$ cat config.mk
export PLATFORM = sky130hd
export DESIGN_NAME = power_state_select_policy
export DESIGN_NICKNAME = d
export VERILOG_FILES = /design/src/psp_pkg.sv /design/src/psp_lock_tbl.sv /design/src/power_state_select_policy.sv
export SDC_FILE = /design/constraint.sdc
export NUM_CORES = 1
export LEC_CHECK = 0
export BUFFER_PORTS_ARGS = -buffer_cell sky130_fd_sc_hd__buf_4
export CORE_ASPECT_RATIO = 0.75
export CORE_MARGIN = 5
export CORE_UTILIZATION = 60
export DETAILED_ROUTE_END_ITERATION = 16
export MAX_ROUTING_LAYER = met4
export PLACE_DENSITY = 0.78
export SLEW_MARGIN = 20
export SYNTH_ARGS = -nofsm -noshare
export SYNTH_HDL_FRONTEND = slang
export SYNTH_SLANG_ARGS = --single-unit
export TNS_END_PERCENT = 100
$ cat constraint.sdc
create_clock -name clk -period 7.5 [get_ports clk]
set_input_delay 2.25 -clock clk [delete_from_list [all_inputs] [get_ports clk]]
set_output_delay 2.25 -clock clk [all_outputs]
set_load 0.005 [all_outputs]
$ cat src/psp_pkg.sv
// ----------------------------------------------------------------------------
// Power state select policy package
// Shared request and response types, command and register codes, and
// fixed constants of the power state selection policy.
// ----------------------------------------------------------------------------
`timescale 1ns / 1ps

package psp_pkg;

	// Width of a state identifier and the number of states it can name.
	localparam int SID_W    = 3;
	localparam int SID_SPAN = 1 << SID_W;

	// Microseconds per second, and the suspend-to-RAM exit latency and
	// minimum residency in microseconds.
	localparam int US_W = 20;
	localparam logic [US_W-1:0] US_PER_SEC   = 20'd1000000;
	localparam int              RAM_EXIT_US  = 1400;
	localparam int              RAM_RESID_US = 100;

	// A wait of all ones means the next timeout never comes.
	localparam logic [31:0] FOREVER_TICKS = 32'hFFFF_FFFF;

	// Split of the 53-bit reciprocal into two partial multiplier operands.
	localparam int MAG_W    = 53;
	localparam int MAG_LO_W = 27;
	localparam int MAG_HI_W = MAG_W - MAG_LO_W;

	// Width of the residency limit in microseconds (13-bit seconds times 1e6).
	localparam int LIMIT_US_W = 33;

	// Power state codes.
	localparam logic [SID_W-1:0] ST_ACTIVE = 3'd0;
	localparam logic [SID_W-1:0] ST_IDLE   = 3'd2;
	localparam logic [SID_W-1:0] ST_RAM    = 3'd4;

	typedef enum logic [1:0] {
		CMD_CHOOSE = 2'd0,
		CMD_GET    = 2'd1,
		CMD_PUT    = 2'd2,
		CMD_QUERY  = 2'd3
	} cmd_t;

	typedef enum logic [1:0] {
		CFG_IDLE_THR   = 2'd0,
		CFG_ACTIVE_THR = 2'd1,
		CFG_GUARD_ON   = 2'd2,
		CFG_LIMIT_SEC  = 2'd3
	} cfg_idx_t;

	typedef struct packed {
		cmd_t             command;
		logic [31:0]      wait_ticks;
		logic [SID_W-1:0] state_id;
	} req_t;

	typedef struct packed {
		logic             state_found;
		logic [SID_W-1:0] chosen_state;
		logic [10:0]      exit_latency;
		logic [6:0]       min_residency;
		logic             lock_active;
		logic             unbalanced_put;
	} rsp_t;

	// One update of the lock counter table.
	typedef struct packed {
		logic             en;
		cmd_t             cmd;
		logic [SID_W-1:0] sid;
	} lock_op_t;

endpackage

$ cat src/psp_lock_tbl.sv
// ----------------------------------------------------------------------------
// Power state lock counter table
// One saturating up/down counter per power state, with a nonzero flag per
// addressable state for query and choose.
// ----------------------------------------------------------------------------
`timescale 1ns / 1ps

module psp_lock_tbl #(
	parameter int NUM_STATES = 7,
	parameter int LOCK_WIDTH = 16
) (
	input  logic                          clk,
	input  logic                          arst_n,
	input  psp_pkg::lock_op_t             op,
	output logic [psp_pkg::SID_SPAN-1:0]  nz
);

	// States above the reach of a state identifier can never be addressed.
	localparam int TABLE_DEPTH = (NUM_STATES < psp_pkg::SID_SPAN) ?
		NUM_STATES : psp_pkg::SID_SPAN;

	logic [LOCK_WIDTH-1:0] cnt_q [TABLE_DEPTH];
	logic [TABLE_DEPTH-1:0] sel;

	for (genvar gi = 0; gi < TABLE_DEPTH; gi++) begin : g_cnt
		assign sel[gi] = op.en && (op.sid == psp_pkg::SID_W'(gi));

		always_ff @(posedge clk or negedge arst_n) begin
			if (!arst_n) begin
				cnt_q[gi] <= '0;
			end else if (sel[gi]) begin
				case (op.cmd)
					psp_pkg::CMD_GET: begin
						if (!(&cnt_q[gi])) begin
							cnt_q[gi] <= cnt_q[gi] + LOCK_WIDTH'(1);
						end
					end
					psp_pkg::CMD_PUT: begin
						if (|cnt_q[gi]) begin
							cnt_q[gi] <= cnt_q[gi] - LOCK_WIDTH'(1);
						end
					end
					default: begin
					end
				endcase
			end
		end
	end

	for (genvar gi = 0; gi < psp_pkg::SID_SPAN; gi++) begin : g_nz
		if (gi < TABLE_DEPTH) begin : g_in
			assign nz[gi] = |cnt_q[gi];
		end else begin : g_out
			assign nz[gi] = 1'b0;
		end
	end

	for (genvar gi = 0; gi < TABLE_DEPTH; gi++) begin : g_chk
		// A counter only moves when its own state is addressed.
		a_idle_hold: assert property (@(posedge clk) disable iff (!arst_n)
			!sel[gi] |=> $stable(cnt_q[gi]))
			else $error("lock counter changed without being addressed");

		// A put on an empty counter leaves it empty.
		a_put_floor: assert property (@(posedge clk) disable iff (!arst_n)
			(sel[gi] && op.cmd == psp_pkg::CMD_PUT && cnt_q[gi] == '0)
			|=> cnt_q[gi] == '0)
			else $error("lock counter wrapped below zero");

		// A get below the ceiling counts up by exactly one.
		a_get_step: assert property (@(posedge clk) disable iff (!arst_n)
			(sel[gi] && op.cmd == psp_pkg::CMD_GET && !(&cnt_q[gi]))
			|=> cnt_q[gi] == $past(cnt_q[gi]) + LOCK_WIDTH'(1))
			else $error("lock counter get did not step by one");
	end

endmodule

$ cat src/power_state_select_policy.sv
// ----------------------------------------------------------------------------
// Power state select policy: one response per request, carried through the
// request register, then two more pipeline stages and the response register.
// Takes one request per cycle while the response side does not stall; the
// tick-to-microsecond multiply is split over two stages. Reset clears all
// lock counters and loads the register defaults.
// ----------------------------------------------------------------------------
`timescale 1ns / 1ps

module power_state_select_policy #(
	parameter int NUM_STATES       = 7,
	parameter int TICKS_PER_SECOND = 32000,
	parameter int LOCK_WIDTH       = 16
) (
	input  logic           clk,
	input  logic           arst_n,

	input  logic           req_valid,
	output logic           req_stall,
	input  psp_pkg::req_t  req_data,

	output logic           rsp_valid,
	input  logic           rsp_stall,
	output psp_pkg::rsp_t  rsp_data,

	input  logic           cfg_we,
	input  logic [1:0]     cfg_index,
	input  logic [31:0]    cfg_data
);

	// ------------------------------------------------------------------
	// Constants derived from the tick rate.
	//
	// The microsecond count is floor(ticks * 1e6 / rate). It is formed as
	// (ticks * MAG) >> SHIFT with MAG = ceil(2^SHIFT * 1e6 / rate). With
	// SHIFT = 32 + clog2(rate) the rounding error of MAG, times any 32-bit
	// tick count, stays below 1/rate, so the floor is exact. MAG always
	// fits in 53 bits and is split into two operands of 27 and 26 bits.
	// ------------------------------------------------------------------
	localparam int SHIFT = 32 + $clog2(TICKS_PER_SECOND);
	localparam logic [95:0] MAG =
		(((96'd1 << SHIFT) * 96'd1000000) + 96'(TICKS_PER_SECOND) - 96'd1) /
		96'(TICKS_PER_SECOND);
	localparam logic [psp_pkg::MAG_LO_W-1:0] MAG_LO = MAG[psp_pkg::MAG_LO_W-1:0];
	localparam logic [psp_pkg::MAG_HI_W-1:0] MAG_HI =
		MAG[psp_pkg::MAG_W-1:psp_pkg::MAG_LO_W];

	localparam int PROD_W = 32 + psp_pkg::MAG_W - 1 + 1;

	// Suspend-to-RAM exit latency and minimum residency in ticks, rounded up.
	localparam int LAT_TICKS =
		(psp_pkg::RAM_EXIT_US * TICKS_PER_SECOND + 999999) / 1000000;
	localparam int RES_TICKS =
		(psp_pkg::RAM_RESID_US * TICKS_PER_SECOND + 999999) / 1000000;
	localparam logic [31:0] MIN_WAIT = 32'(LAT_TICKS + RES_TICKS);

	// ------------------------------------------------------------------
	// Configuration registers. The residency limit is kept a second time
	// in microseconds, recomputed every cycle from the seconds value; it
	// settles the cycle after a write, so a request in flight may miss it.
	// ------------------------------------------------------------------
	logic [31:0]                      idle_thr_q;
	logic [31:0]                      active_thr_q;
	logic                             guard_on_q;
	logic [12:0]                      limit_sec_q;
	logic [psp_pkg::LIMIT_US_W-1:0]   limit_us_q;

	always_ff @(posedge clk or negedge arst_n) begin
		if (!arst_n) begin
			idle_thr_q   <= 32'd2000;
			active_thr_q <= 32'd1000;
			guard_on_q   <= 1'b1;
			limit_sec_q  <= 13'd3600;
		end else if (cfg_we) begin
			case (psp_pkg::cfg_idx_t'(cfg_index))
				psp_pkg::CFG_IDLE_THR:   idle_thr_q   <= cfg_data;
				psp_pkg::CFG_ACTIVE_THR: active_thr_q <= cfg_data;
				psp_pkg::CFG_GUARD_ON:   guard_on_q   <= cfg_data[0];
				psp_pkg::CFG_LIMIT_SEC:  limit_sec_q  <= cfg_data[12:0];
				default: begin
				end
			endcase
		end
	end

	always_ff @(posedge clk or negedge arst_n) begin
		if (!arst_n) begin
			limit_us_q <= 33'd3600000000;
		end else begin
			limit_us_q <= psp_pkg::LIMIT_US_W'(limit_sec_q) *
				psp_pkg::LIMIT_US_W'(psp_pkg::US_PER_SEC);
		end
	end

	// ------------------------------------------------------------------
	// Pipeline flow control. Each stage takes a new request when it is
	// empty or when the stage after it takes its current one, so bubbles
	// close up and a stalled response does not block stages that are free.
	// ------------------------------------------------------------------
	logic vld_s1, vld_s2, vld_s3;
	logic rsp_valid_q;
	logic rdy_s1, rdy_s2, rdy_s3, rdy_out;

	assign rdy_out = !rsp_valid_q || !rsp_stall;
	assign rdy_s3  = !vld_s3 || rdy_out;
	assign rdy_s2  = !vld_s2 || rdy_s3;
	assign rdy_s1  = !vld_s1 || rdy_s2;

	assign req_stall = !rdy_s1;

	always_ff @(posedge clk or negedge arst_n) begin
		if (!arst_n) begin
			vld_s1      <= 1'b0;
			vld_s2      <= 1'b0;
			vld_s3      <= 1'b0;
			rsp_valid_q <= 1'b0;
		end else begin
			if (rdy_s1) begin
				vld_s1 <= req_valid;
			end
			if (rdy_s2) begin
				vld_s2 <= vld_s1;
			end
			if (rdy_s3) begin
				vld_s3 <= vld_s2;
			end
			if (rdy_out) begin
				rsp_valid_q <= vld_s3;
			end
		end
	end

	// ------------------------------------------------------------------
	// Stage 1: the request register.
	// Stage 2: two partial products of the ticks and the reciprocal.
	// Stage 3: the partial products summed and the microseconds selected.
	// ------------------------------------------------------------------
	psp_pkg::req_t req_s1, req_s2, req_s3;
	logic [32+psp_pkg::MAG_LO_W-1:0] pp_lo_s2;
	logic [32+psp_pkg::MAG_HI_W-1:0] pp_hi_s2;
	logic [31:0]                     usecs_s3;
	logic [PROD_W-1:0]               prod_full;

	always_ff @(posedge clk) begin
		if (rdy_s1 && req_valid) begin
			req_s1 <= req_data;
		end
	end

	always_ff @(posedge clk) begin
		if (rdy_s2 && vld_s1) begin
			req_s2   <= req_s1;
			pp_lo_s2 <= (32 + psp_pkg::MAG_LO_W)'(req_s1.wait_ticks) *
				(32 + psp_pkg::MAG_LO_W)'(MAG_LO);
			pp_hi_s2 <= (32 + psp_pkg::MAG_HI_W)'(req_s1.wait_ticks) *
				(32 + psp_pkg::MAG_HI_W)'(MAG_HI);
		end
	end

	assign prod_full = {pp_hi_s2, {psp_pkg::MAG_LO_W{1'b0}}} +
		PROD_W'(pp_lo_s2);

	always_ff @(posedge clk) begin
		if (rdy_s3 && vld_s2) begin
			req_s3   <= req_s2;
			usecs_s3 <= prod_full[SHIFT +: 32];
		end
	end

	// ------------------------------------------------------------------
	// Lock counter table. It is read and updated only as a request leaves
	// stage 3, so choose always sees every earlier get and put.
	// ------------------------------------------------------------------
	psp_pkg::lock_op_t              lock_op;
	logic [psp_pkg::SID_SPAN-1:0]   lock_nz;
	logic                           in_tbl;

	assign in_tbl = int'(req_s3.state_id) < NUM_STATES;

	assign lock_op.en  = vld_s3 && rdy_out && in_tbl &&
		(req_s3.command != psp_pkg::CMD_CHOOSE);
	assign lock_op.cmd = req_s3.command;
	assign lock_op.sid = req_s3.state_id;

	psp_lock_tbl #(
		.NUM_STATES (NUM_STATES),
		.LOCK_WIDTH (LOCK_WIDTH)
	) u_lock_tbl (
		.clk    (clk),
		.arst_n (arst_n),
		.op     (lock_op),
		.nz     (lock_nz)
	);

	// ------------------------------------------------------------------
	// State choice. A wait above the idle threshold picks suspend to RAM,
	// otherwise one at or above the active threshold picks suspend to
	// idle, otherwise active. The pick is dropped when the residency guard
	// trips, when the state is locked, or when a finite wait is shorter
	// than the exit latency plus minimum residency. States outside the
	// table read as unlocked, since their nonzero flags are tied low.
	// ------------------------------------------------------------------
	logic [psp_pkg::SID_W-1:0] pick_st;
	logic [10:0]               pick_lat;
	logic [6:0]                pick_res;
	logic                      guard_trip;
	logic                      wait_ok;
	logic                      pick_ok;
	psp_pkg::rsp_t             rsp_d;
	psp_pkg::rsp_t             rsp_q;

	always_comb begin
		if (usecs_s3 > idle_thr_q) begin
			pick_st  = psp_pkg::ST_RAM;
			pick_lat = 11'(LAT_TICKS);
			pick_res = 7'(RES_TICKS);
		end else if (usecs_s3 >= active_thr_q) begin
			pick_st  = psp_pkg::ST_IDLE;
			pick_lat = '0;
			pick_res = '0;
		end else begin
			pick_st  = psp_pkg::ST_ACTIVE;
			pick_lat = '0;
			pick_res = '0;
		end
	end

	assign guard_trip = guard_on_q &&
		({1'b0, usecs_s3} > limit_us_q);

	// Only suspend to RAM carries a nonzero latency and residency, so the
	// length check against the fixed sum applies to that pick alone.
	assign wait_ok = (req_s3.wait_ticks == psp_pkg::FOREVER_TICKS) ||
		(pick_st != psp_pkg::ST_RAM) || (req_s3.wait_ticks >= MIN_WAIT);

	assign pick_ok = !guard_trip && !lock_nz[pick_st] && wait_ok;

	always_comb begin
		rsp_d = '0;
		case (req_s3.command)
			psp_pkg::CMD_CHOOSE: begin
				if (pick_ok) begin
					rsp_d.state_found   = 1'b1;
					rsp_d.chosen_state  = pick_st;
					rsp_d.exit_latency  = pick_lat;
					rsp_d.min_residency = pick_res;
				end
			end
			psp_pkg::CMD_PUT: begin
				rsp_d.unbalanced_put = in_tbl && !lock_nz[req_s3.state_id];
			end
			psp_pkg::CMD_QUERY: begin
				rsp_d.lock_active = lock_nz[req_s3.state_id];
			end
			default: begin
			end
		endcase
	end

	// Response register: it holds a finished response while the far side
	// stalls, and the stages behind it keep filling meanwhile.
	always_ff @(posedge clk) begin
		if (rdy_out && vld_s3) begin
			rsp_q <= rsp_d;
		end
	end

	assign rsp_valid = rsp_valid_q;
	assign rsp_data  = rsp_q;

endmodule
# --- Yosys cells after proc, flatten, opt, wreduce, memory -nomap -nowiden ---
# Cells that the tools add are included.
# W data, S select, Z words.
totals:
  register_bits: 422
  inputBits: 76
  out_inout_bits: 26
  word_cells: 177
classes:
  addsub: 14
  mul: 2
  order_cmp: 7
  eq_ne: 28
  n_mux: 30
  n_reduce_logical: 63
op_table:
  columns: ["cell", "count"]
  rows:
  - ["$mux W16", 14]
  - ["$pmux W16 S2", 7]
  - ["$add A16 B1 Y16 const B", 7]
  - ["$reduce_and A16 Y1", 7]
  - ["$reduce_or A16 Y1", 7]
  - ["$sub A16 B1 Y16 const B", 7]
  - ["$mul A32 B7 Y34 const B", 1]
  - ["$gt A32 B33 Y1", 1]
  - ["$eq A32 B32 Y1 const B", 1]
  - ["$ge A32 B32 Y1", 1]
  - ["$ge A32 B6 Y1 const B", 1]
  - ["$gt A32 B32 Y1", 1]
  - ["$ne A2 B2 Y1 const B", 14]
  - ["$reduce_and A4 Y1", 7]
  - ["$mul A13 B14 Y27 const B", 1]
  - ["$mux W22", 1]
  - ["$logic_and A1 B1 Y1", 17]
  - ["$reduce_and A2 Y1", 5]
  - ["$eq A3 B3 Y1 const B", 3]
  - ["$logic_not A1 Y1", 9]
  - ["$eq A2 B2 Y1 const B", 4]
  - ["$lt A3 B4 Y1 const B", 2]
  - ["$bmux W1 S3", 2]
  - ["$eq A3 B2 Y1 const B", 2]
  - ["12 further kinds", 22]

# --- Depth between registers and ports, before layout ---
# Gate-level depths: netlist (run 1).
depth:
  word_depth: 9
  ltp_mapped: 18

# --- Modules after synthesis ---
# A second synthesis (run 1) with hierarchy kept.
hier_totals:
  cells_unflattened: 2946
  hier_area_um2: 29737.3
by_module_without_submodules:
  columns: ["mod", "instances", "cells_each", "area_per_inst_um2"]
  rows:
  - ["power_state_select_policy", 1, 1599, 19327.3]
  - ["psp_lock_tbl", 1, 1347, 10410.0]

# --- Least setup slack after synthesis (run 1) ---
# No wires, ideal clock.
synth_path:
  path_type: "input-to-reg"
  startpoint: "input port rsp_stall"
  endpoint: "register req_s3 (netlist bit lock_op[0]), enable pin"
  setup_ps: 505
  t_arrival_ps: 5519
  t_required_ps: 6995
  path_slack_ps: 1477
  cell_stages: 2
  cell_sequence: "and3_1 nor2b_1"
synth_via:
  elab_chain_cells: 4
synth_lines:
  columns: ["element", "line_no", "source"]
  rows:
  - ["from (decl)", "power_state_select_policy.sv:23", "input logic rsp_stall,"]
  - ["$logic_not A1 Y1", "power_state_select_policy.sv:104", "assign rdy_out = !rsp_valid_q || !rsp_stall;"]
  - ["$logic_or A1 B1 Y1", "power_state_select_policy.sv:104", null]
  - ["$logic_or A1 B1 Y1", "power_state_select_policy.sv:105", "assign rdy_s3 = !vld_s3 || rdy_out;"]
  - ["$logic_and A1 B1 Y1", "power_state_select_policy.sv:164", "if (rdy_s3 && vld_s2) begin"]
  - ["to (signal assigned)", "power_state_select_policy.sv:165", "req_s3 <= req_s2;"]
  - ["to (decl)", "power_state_select_policy.sv:138", "psp_pkg::req_t req_s1, req_s2, req_s3;"]
# Every way passes these cells.
# A chain may end at the register's enable or synchronous reset.

# --- Worst setup path after layout (run 1) ---
layout_path:
  startpoint: "register req_s1[10] (netlist name)"
  endpoint: "register pp_hi_s2[49] (netlist name), data pin"
layout_via:
  elab_chain_cells: 1
layout_lines:
  columns: ["element", "line_no", "source"]
  rows:
  - ["from (decl)", "power_state_select_policy.sv:138", null]
  - ["from (signal assigned)", "power_state_select_policy.sv:146", "req_s1 <= req_data;"]
  - ["$mul A32 B7 Y34", "power_state_select_policy.sv:155", "pp_hi_s2 <= (32 + psp_pkg::MAG_HI_W)'(req_s1.wait_ticks) *"]
  - ["to (signal assigned)", "power_state_select_policy.sv:155", null]
  - ["to (decl)", "power_state_select_policy.sv:140", "logic [32+psp_pkg::MAG_HI_W-1:0] pp_hi_s2;"]
# Every way passes these cells.

==> results.tsv, run 1 <==
stage	metric	value	unit
sta	whs	0.412	ns
sta	setup_repair_after_global_routing_missed_its_margin	no	
sta	max_slew_violation_total_from_the_final_report	0	
layout	layout_commonest_cell	sky130_fd_sc_hd__inv_1	
clock_network	clock-root-buffer	sky130_fd_sc_hd__clkbuf_16	
logic_synthesis	synth_sequential_area_ratio	38.4	%
global_routing	grtUsageTotal	24.6	%
logic_synthesis	edff_count_synth	180	
die	placementRows	69	
routing	wl	61400	um
layout	multiInputGateArea	15900	um2
setup_path	timing.critical_path.required	7.82	ns
routing	drtIter0Drc	1412	
placed_design	placement_cell_area	29900	um2
logic_synthesis	synthTopCellsByArea	sky130_fd_sc_hd__edfxtp_1 19%, sky130_fd_sc_hd__dfrtp_1 17%, sky130_fd_sc_hd__ha_1 15%, sky130_fd_sc_hd__fa_1 11%, sky130_fd_sc_hd__inv_1 5.1%	
placed_design	place_congestion	0.925	
setup_path	timing.critical_path.fanout_max	6	
setup_path	timing.setup.critical_path_class	reg2reg	
sta	timing.final.setup_violations	0	
setup_path	rrSetupSlack	2.19	ns
status	outcome	finished clean	
layout	layout.filler_cells	3527	
layout	area_delta_synth_final	9.92	%
die	initial_core_util	60.5	%
global_routing	total_grt_overflow	0	
setup_path	worst_ep_arrival_time	5.63	ns
clock_network	clock_sinks	401	
routing	detail_route.drc_violations	0	
clock_network	clock_path_buffers	3	
placed_design	dp_hpwl	46700	um
sta	relative_slew_margins	28.9	%
global_routing	first_pass_grt_wire_length	102000	um
logic_synthesis	netlist.area_leader.share	18.9	%
layout	register_area	11000	um2
global_routing	number_of_antenna_violations_at_the_first_check_in_global_routing	4	
logic_synthesis	syn_inst	2708	
placed_design	dp.cells	3400	
routing	dr_vias_cell	5.75	
routing	drt_pre_antenna_iters	7	
layout	layout.cells.most_common_list	386 x sky130_fd_sc_hd__inv_1, 345 x sky130_fd_sc_hd__ha_1, 208 x sky130_fd_sc_hd__nand2_1	
die	design.die.area	52100	um2
routing	via_count	20000	
layout	fin_util	66.5	%
sta	clock-skew-final	0.00990	ns
power	max-vdd-ir-drop	478	uV
logic_synthesis	synth_area_leader_cell	sky130_fd_sc_hd__edfxtp_1	
sta	setup_ws	2.19	ns
sta	timing.final.hold_violations	0	
logic_synthesis	synth.yosys.warnings	0	
setup_path	startpoint_type	flop	
sta	layout_worst_path_cycle_share	70.8	%
clock_network	clkLatencyLatePin	0.57	ns
routing	wire_per_inst	17.6	um
global_routing	first_global_vias	20600	
clock_network	post_cts_resized	0	
sta	period_minus_slack	5.31	ns
clock_network	postCtsSetupRepairBufs	0	
die	floorplan.core_area	47200	um2
power	static-leakage-power	14.6	nW
logic_synthesis	yosys_register_bits	401	
die	die_extent_in_y	199	um
placed_design	numPortBuffers	87	
sta	max_slew.worst_pin.slew	1.06	ns
clock_network	tritoncts_clock_tree	done	
layout	drive_gt1_share	9.72	%
run	cap_violations	0	
layout	final_cell_area	31400	um2
die	ios	102	
global_routing	grt_start_max_net_pins	132	
logic_synthesis	synth_area	28600	um2
sta	final.setup.tns	0	ns
worst_hold_path	worst_hold_path_type	reg2reg	
layout	fin_cells	3482	
logic_synthesis	asyncSetResetFlopFracSynth	55.1	%
clock_network	cts-hold-fix-buffers	0	
setup_path	crit_path_end_kind	flop	
clock_network	clock_tree.htree_level_count	2	
layout	design.final.nets	3385	
logic_synthesis	yosys.cell_types.count	82	
power	power.density_cell_area	456	nW/um2
clock_network	number_of_buffers_created_by_cts	42	
power	power.total	14.3	mW
routing	route.antenna.remaining_nets	0	
placed_design	preCtsSetupSlack	2.22	ns
logic_synthesis	avgSynthCellArea	10.6	um2
die	fp.dieW	262	um
clock_network	clk_transition_reported_paths	0.06	ns
sta	max_freq	188	MHz
logic_synthesis	synth_flop_type	sky130_fd_sc_hd__dfrtp_1	
## worst max-delay path, stage by stage, from the launching register on
cell,delay [ns]
sky130_fd_sc_hd__edfxtp_1,0.48
sky130_fd_sc_hd__inv_1,0.18
sky130_fd_sc_hd__fa_1,0.60
sky130_fd_sc_hd__fa_1,0.46
sky130_fd_sc_hd__fa_1,0.50
sky130_fd_sc_hd__fa_1,0.53
sky130_fd_sc_hd__inv_1,0.05
sky130_fd_sc_hd__ha_1,0.36
sky130_fd_sc_hd__and3_1,0.28
sky130_fd_sc_hd__and3_1,0.24
sky130_fd_sc_hd__a221oi_1,0.44
sky130_fd_sc_hd__a31oi_2,0.22
sky130_fd_sc_hd__o2111ai_2,0.24
sky130_fd_sc_hd__a311o_2,0.27
sky130_fd_sc_hd__o21bai_2,0.09
sky130_fd_sc_hd__xor2_1,0.14
## cells in the mapped netlist (all sizes together) (11+ instances only)
master    n
o21a     29
nor2     99
nand2   208
nand3    38
inv     386
nor2b    16
o21ai   192
ha      346
and3     25
dfstp    29
xnor2    73
or3      15
edfxtp  180
o21bai   20
clkbuf   32
xor2     65
nand4    55
nor3     59
mux2     51
nand2b   17
fa      158
a31oi    20
a211oi   21
dfrtp   192
nor3b    11
o211ai   12
a21oi   100
nor4     47
o31ai    14
a21o     48
and2     16
buf      27
## kinds of logic (layout without fill, tap and decap cells)
group / Yosys count / after routing / share of synthesized area (%)
xor gates and xnor gates: 138 / 138 / 4.23
other: 1 / 18 / 0.0131
DFF: 401 / 401 / 38.4
and+or+nand+nor: 637 / 637 / 11.1
AOI/OAI and AO/OA: 523 / 523 / 11.6
adders and majority gates: 504 / 504 / 26.2
muxes: 58 / 58 / 2.30
buffers and inverters: 446 / 564 / 6.14
## power breakdown
part | leakage (nW) | switching [mW] | internal [mW] | total, mW
clock | 0.717 | 0.907 | 1.33 | 2.24
sequential | 4.48 | 0.572 | 3.23 | 3.80
combinational | 9.43 | 4.68 | 3.61 | 8.29
## layer usage
metal  track usage [%]  share of wire, %
met5                 -                 0
met3              4.85               6.2
met1              34.2                46
met4              6.87               2.7
met2              37.3                45
## worst paths after layout
kind / from / end / cells past startpoint
setup / recovery: req_s1[10]$_DFFE_PP_ / pp_hi_s2[49]$_DFFE_PP_ / 15
min in group asynchronous: arst_n / idle_thr_q[27]$_DFFE_PN0P_ / 1
max in group asynchronous: arst_n / u_lock_tbl.cnt_q[29]$_DFFE_PN0P_ / 2
setup reg to reg: req_s1[10]$_DFFE_PP_ / pp_hi_s2[49]$_DFFE_PP_ / 15
hold reg to reg: pp_hi_s2[35]$_DFFE_PP_ / usecs_s3[15]$_DFFE_PP_ / 0
hold / removal: pp_hi_s2[35]$_DFFE_PP_ / usecs_s3[15]$_DFFE_PP_ / 0
## final cells by class
class	count	share of cell area [%]
multi-input cells	1874	50.7
flip-flops and latches	401	34.9
inverters	387	4.62
clock buffers	57	3.78
well taps	639	2.54
repair buffers	99	2.43
clock inverters	21	0.960
diodes	4	0.0319
## flip-flops by register name, indices dropped and copies added, names as in the netlist, 5 cells and up
name              flops
lock_op               5
req_s1               37
pp_hi_s2             32
rsp_data              5
idle_thr_q           32
limit_us_q           27
active_thr_q         32
limit_sec_q          13
req_s2               37
usecs_s3             32
req_s3               32
u_lock_tbl.cnt_q    112
No activity file was read; power rests on OpenSTA's default activity.
==> inputs of run 2 (changes only) <==
Clock period 7.5 ns to 5.54 ns, I/O delays scaled along.
==> results.tsv, run 2 (synthesis gave the netlist of run 1 again) <==
stage	metric	value	unit	change
power	comb_power_share	58.0	%	about the same
setup_path	cp_slowest_stage_delay	0.54	ns	-0.06 ns
power	clock_power_share	15.3	%	-0.3 points
layout	area_delta_synth_final	9.96	%	about the same
sta	relative_slew_margins	35.5	%	+6.6 points
die	initial_core_util	60.5	%	unchanged
routing	route.antenna.remaining_nets	0		unchanged
sta	clock-skew-final	0.0203	ns	+0.0104 ns
clock_network	number_of_buffers_created_by_cts	42		unchanged
worst_hold_path	timing.hold.worst.start	pp_hi_s2[35]$_DFFE_PP_		
status	outcome	finished clean		
clock_network	clock_tree.htree_level_count	2		unchanged
clock_network	clk_transition_reported_paths	0.06	ns	about the same
sta	layout_worst_path_cycle_share	94.2	%	+23 points
routing	drtIter0Drc	1411		-0.071%
routing	drt_pre_antenna_iters	5		-2
global_routing	global_route.usage.met2	36.6	%	-0.70 points
sta	whs	0.408	ns	-0.00453 ns
setup_path	critPathLaunch	req_s1[16]$_DFFE_PP_		
layout	layout.cells.most_common_list	386 x sky130_fd_sc_hd__inv_1, 345 x sky130_fd_sc_hd__ha_1, 208 x sky130_fd_sc_hd__nand2_1		
setup_path	crit_path_end_kind	flop		
clock_network	clock_path_buffers	3		unchanged
die	placementRows	69		unchanged
sta	final.setup.tns	0	ns	unchanged
sta	setup_ws	0.319	ns	-1.87 ns
clock_network	clock-root-buffer	sky130_fd_sc_hd__clkbuf_16		
sta	timing.final.setup_violations	0		unchanged
layout	design.final.nets	3391		+0.18%
setup_path	timing.critical_path.fanout_max	5		-1
global_routing	first_pass_grt_wire_length	100000	um	-1.2%
sta	timing.final.hold_violations	0		unchanged
placed_design	place_congestion	0.915		-1.1%
setup_path	crit_slowest_cell	sky130_fd_sc_hd__fa_1		
global_routing	number_of_antenna_violations_at_the_first_check_in_global_routing	3		-1
setup_path	timing.critical_path.required	5.85	ns	-1.97 ns
global_routing	gr-max-usage-layer	met2		
clock_network	postCtsSetupRepairBufs	0		unchanged
global_routing	grt_start_max_net_pins	98		-26%
setup_path	crit_path_cell_trace	inv_1 -> fa_1 -> fa_1 -> fa_1 -> fa_1 -> inv_1 -> ha_1 -> a211oi_1 -> o21ai_0 -> a221o_1 -> a22oi_1 -> a311oi_1 -> o31ai_1 -> nand2_1 -> xor2_1		
clock_network	cts-hold-fix-buffers	0		unchanged
layout	regMostFlops	u_lock_tbl.cnt_q		
run	cap_violations	0		unchanged
clock_network	clkLatencyLatePin	0.58	ns	about the same
sta	max_slew.worst_pin.slew	0.967	ns	-0.0969 ns
routing	detail_route.drc_violations	0		unchanged
clock_network	clock_sinks	401		unchanged
layout	final_cell_area	31400	um2	about the same
die	floorplan.core_area	47200	um2	unchanged
routing	via_count	20000		-0.055%
routing	wire_per_inst	17.4	um	-1.3%
sta	max_slew_violation_total_from_the_final_report	0		unchanged
power	p_seq_share	26.8	%	+0.3 points
placed_design	preCtsSetupSlack	0.369	ns	-1.85 ns
placed_design	numPortBuffers	87		unchanged
sta	setup_repair_after_global_routing_missed_its_margin	no		
setup_path	timing.setup.critical_path_class	reg2reg		
die	ios	102		unchanged
setup_path	critPathBufInv	2		unchanged
power	power.share.switching	42.9	%	-0.13 points
setup_path	worst_ep_arrival_time	5.53	ns	-0.10 ns
die	fp.dieW	262	um	unchanged
die	die_extent_in_y	199	um	unchanged
power	max-vdd-ir-drop	566	uV	+18%
global_routing	groute.layer.met1.usage	34.5	%	+0.28 points
setup_path	worst_path_top_cell_family_by_delay	adder cells		
worst_hold_path	worst_hold_path_type	reg2reg		
routing	wl	60700	um	-1.2%
clock_network	post_cts_resized	0		unchanged
die	design.die.area	52100	um2	unchanged
power	p_int	11.0	mW	+34%
sta	period_minus_slack	5.22	ns	-0.0904 ns
setup_path	rrSetupSlack	0.32	ns	-1.87 ns
setup_path	critPathMostFrequentCell	sky130_fd_sc_hd__fa_1		
routing	dr_vias_cell	5.74		-0.17%
global_routing	total_grt_overflow	0		unchanged
power	p_sw	8.24	mW	+34%
global_routing	grtUsageTotal	24.3	%	-0.29 points
placed_design	dp_hpwl	46300	um	-0.96%
power	power.density_cell_area	611	nW/um2	+34%
layout	reg_top3	u_lock_tbl.cnt_q: 112 flops, req_s1: 37 flops, req_s2: 37 flops		
global_routing	first_global_vias	20300		-1.5%
power	static-leakage-power	14.7	nW	+0.19%
placed_design	placement_cell_area	30000	um2	+0.19%
layout	largest_reg_flops	112		unchanged
setup_path	worstReg2RegStart	req_s1[16]$_DFFE_PP_		
layout	drive_gt1_share	10.1	%	+0.37 points
sta	max_freq	192	MHz	+1.7%
global_routing	groute.layer.met3.usage	3.68	%	-1.2 points
setup_path	startpoint_type	flop		
clock_network	tritoncts_clock_tree	done		
layout	layout_commonest_cell	sky130_fd_sc_hd__inv_1		
## run 2: per-stage QoR
stage | power, mW | utilization, % | instances
floorplan | 13.7 | - | 2721
global placement | 15.7 | 63.5 | 3406
detailed placement | 16.1 | 63.5 | 3406
CTS | 19.2 | 66.5 | 3483
global route | 21.1 | 66.5 | 3486
finish | 19.2 | 66.5 | 3486
## run 2: area by class of cell
| type | instances | area, um2 |
|---|---|---|
| timing repair buffer | 105 | 821 |
| fill | 3477 | 15800 |
| clock inverter | 19 | 191 |
| tap | 639 | 800 |
| clock buffer | 58 | 1250 |
| sequential | 401 | 11000 |
| multi-input combinational | 1874 | 15900 |
| inverter | 387 | 1450 |
| antenna | 3 | 7.51 |
## run 2: power groups by stage
stage,logic (mW),registers (mW),clock network (mW)
after floorplan,8.78,4.88,0
after detailed placement,11.0,5.16,0
after global placement,10.5,5.13,0
after CTS,11.1,5.12,3.00
after global routing,12.7,5.24,3.12
final,11.1,5.14,2.94
## run 2: routing by layer
metal  vias to the layer above  part of all wire (%)
met1                      9699                    47
li1                       9675                     -
met5                         -                     0
met2                       511                    44
met4                         0                   2.8
met3                       109                   5.8
## run 2: worst paths after layout
path / endpoint / cells past startpoint
min in group asynchronous: idle_thr_q[27]$_DFFE_PN0P_ / 1
min: usecs_s3[15]$_DFFE_PP_ / 0
max in group asynchronous: active_thr_q[5]$_DFFE_PN1P_ / 2
max reg2reg: pp_hi_s2[48]$_DFFE_PP_ / 15
max: pp_hi_s2[48]$_DFFE_PP_ / 15
min reg2reg: usecs_s3[15]$_DFFE_PP_ / 0
## run 2: worst register-to-register path: cells and delay by family (launching register included)
kind | cells | cell delay, ns
AOI/OAI and AO/OA | 6 | 1.64
buffers and inverters | 2 | 0.30
adders and majority gates | 5 | 2.34
DFF | 1 | 0.45
xor gates and xnor gates | 1 | 0.14
and+or+nand+nor | 1 | 0.10
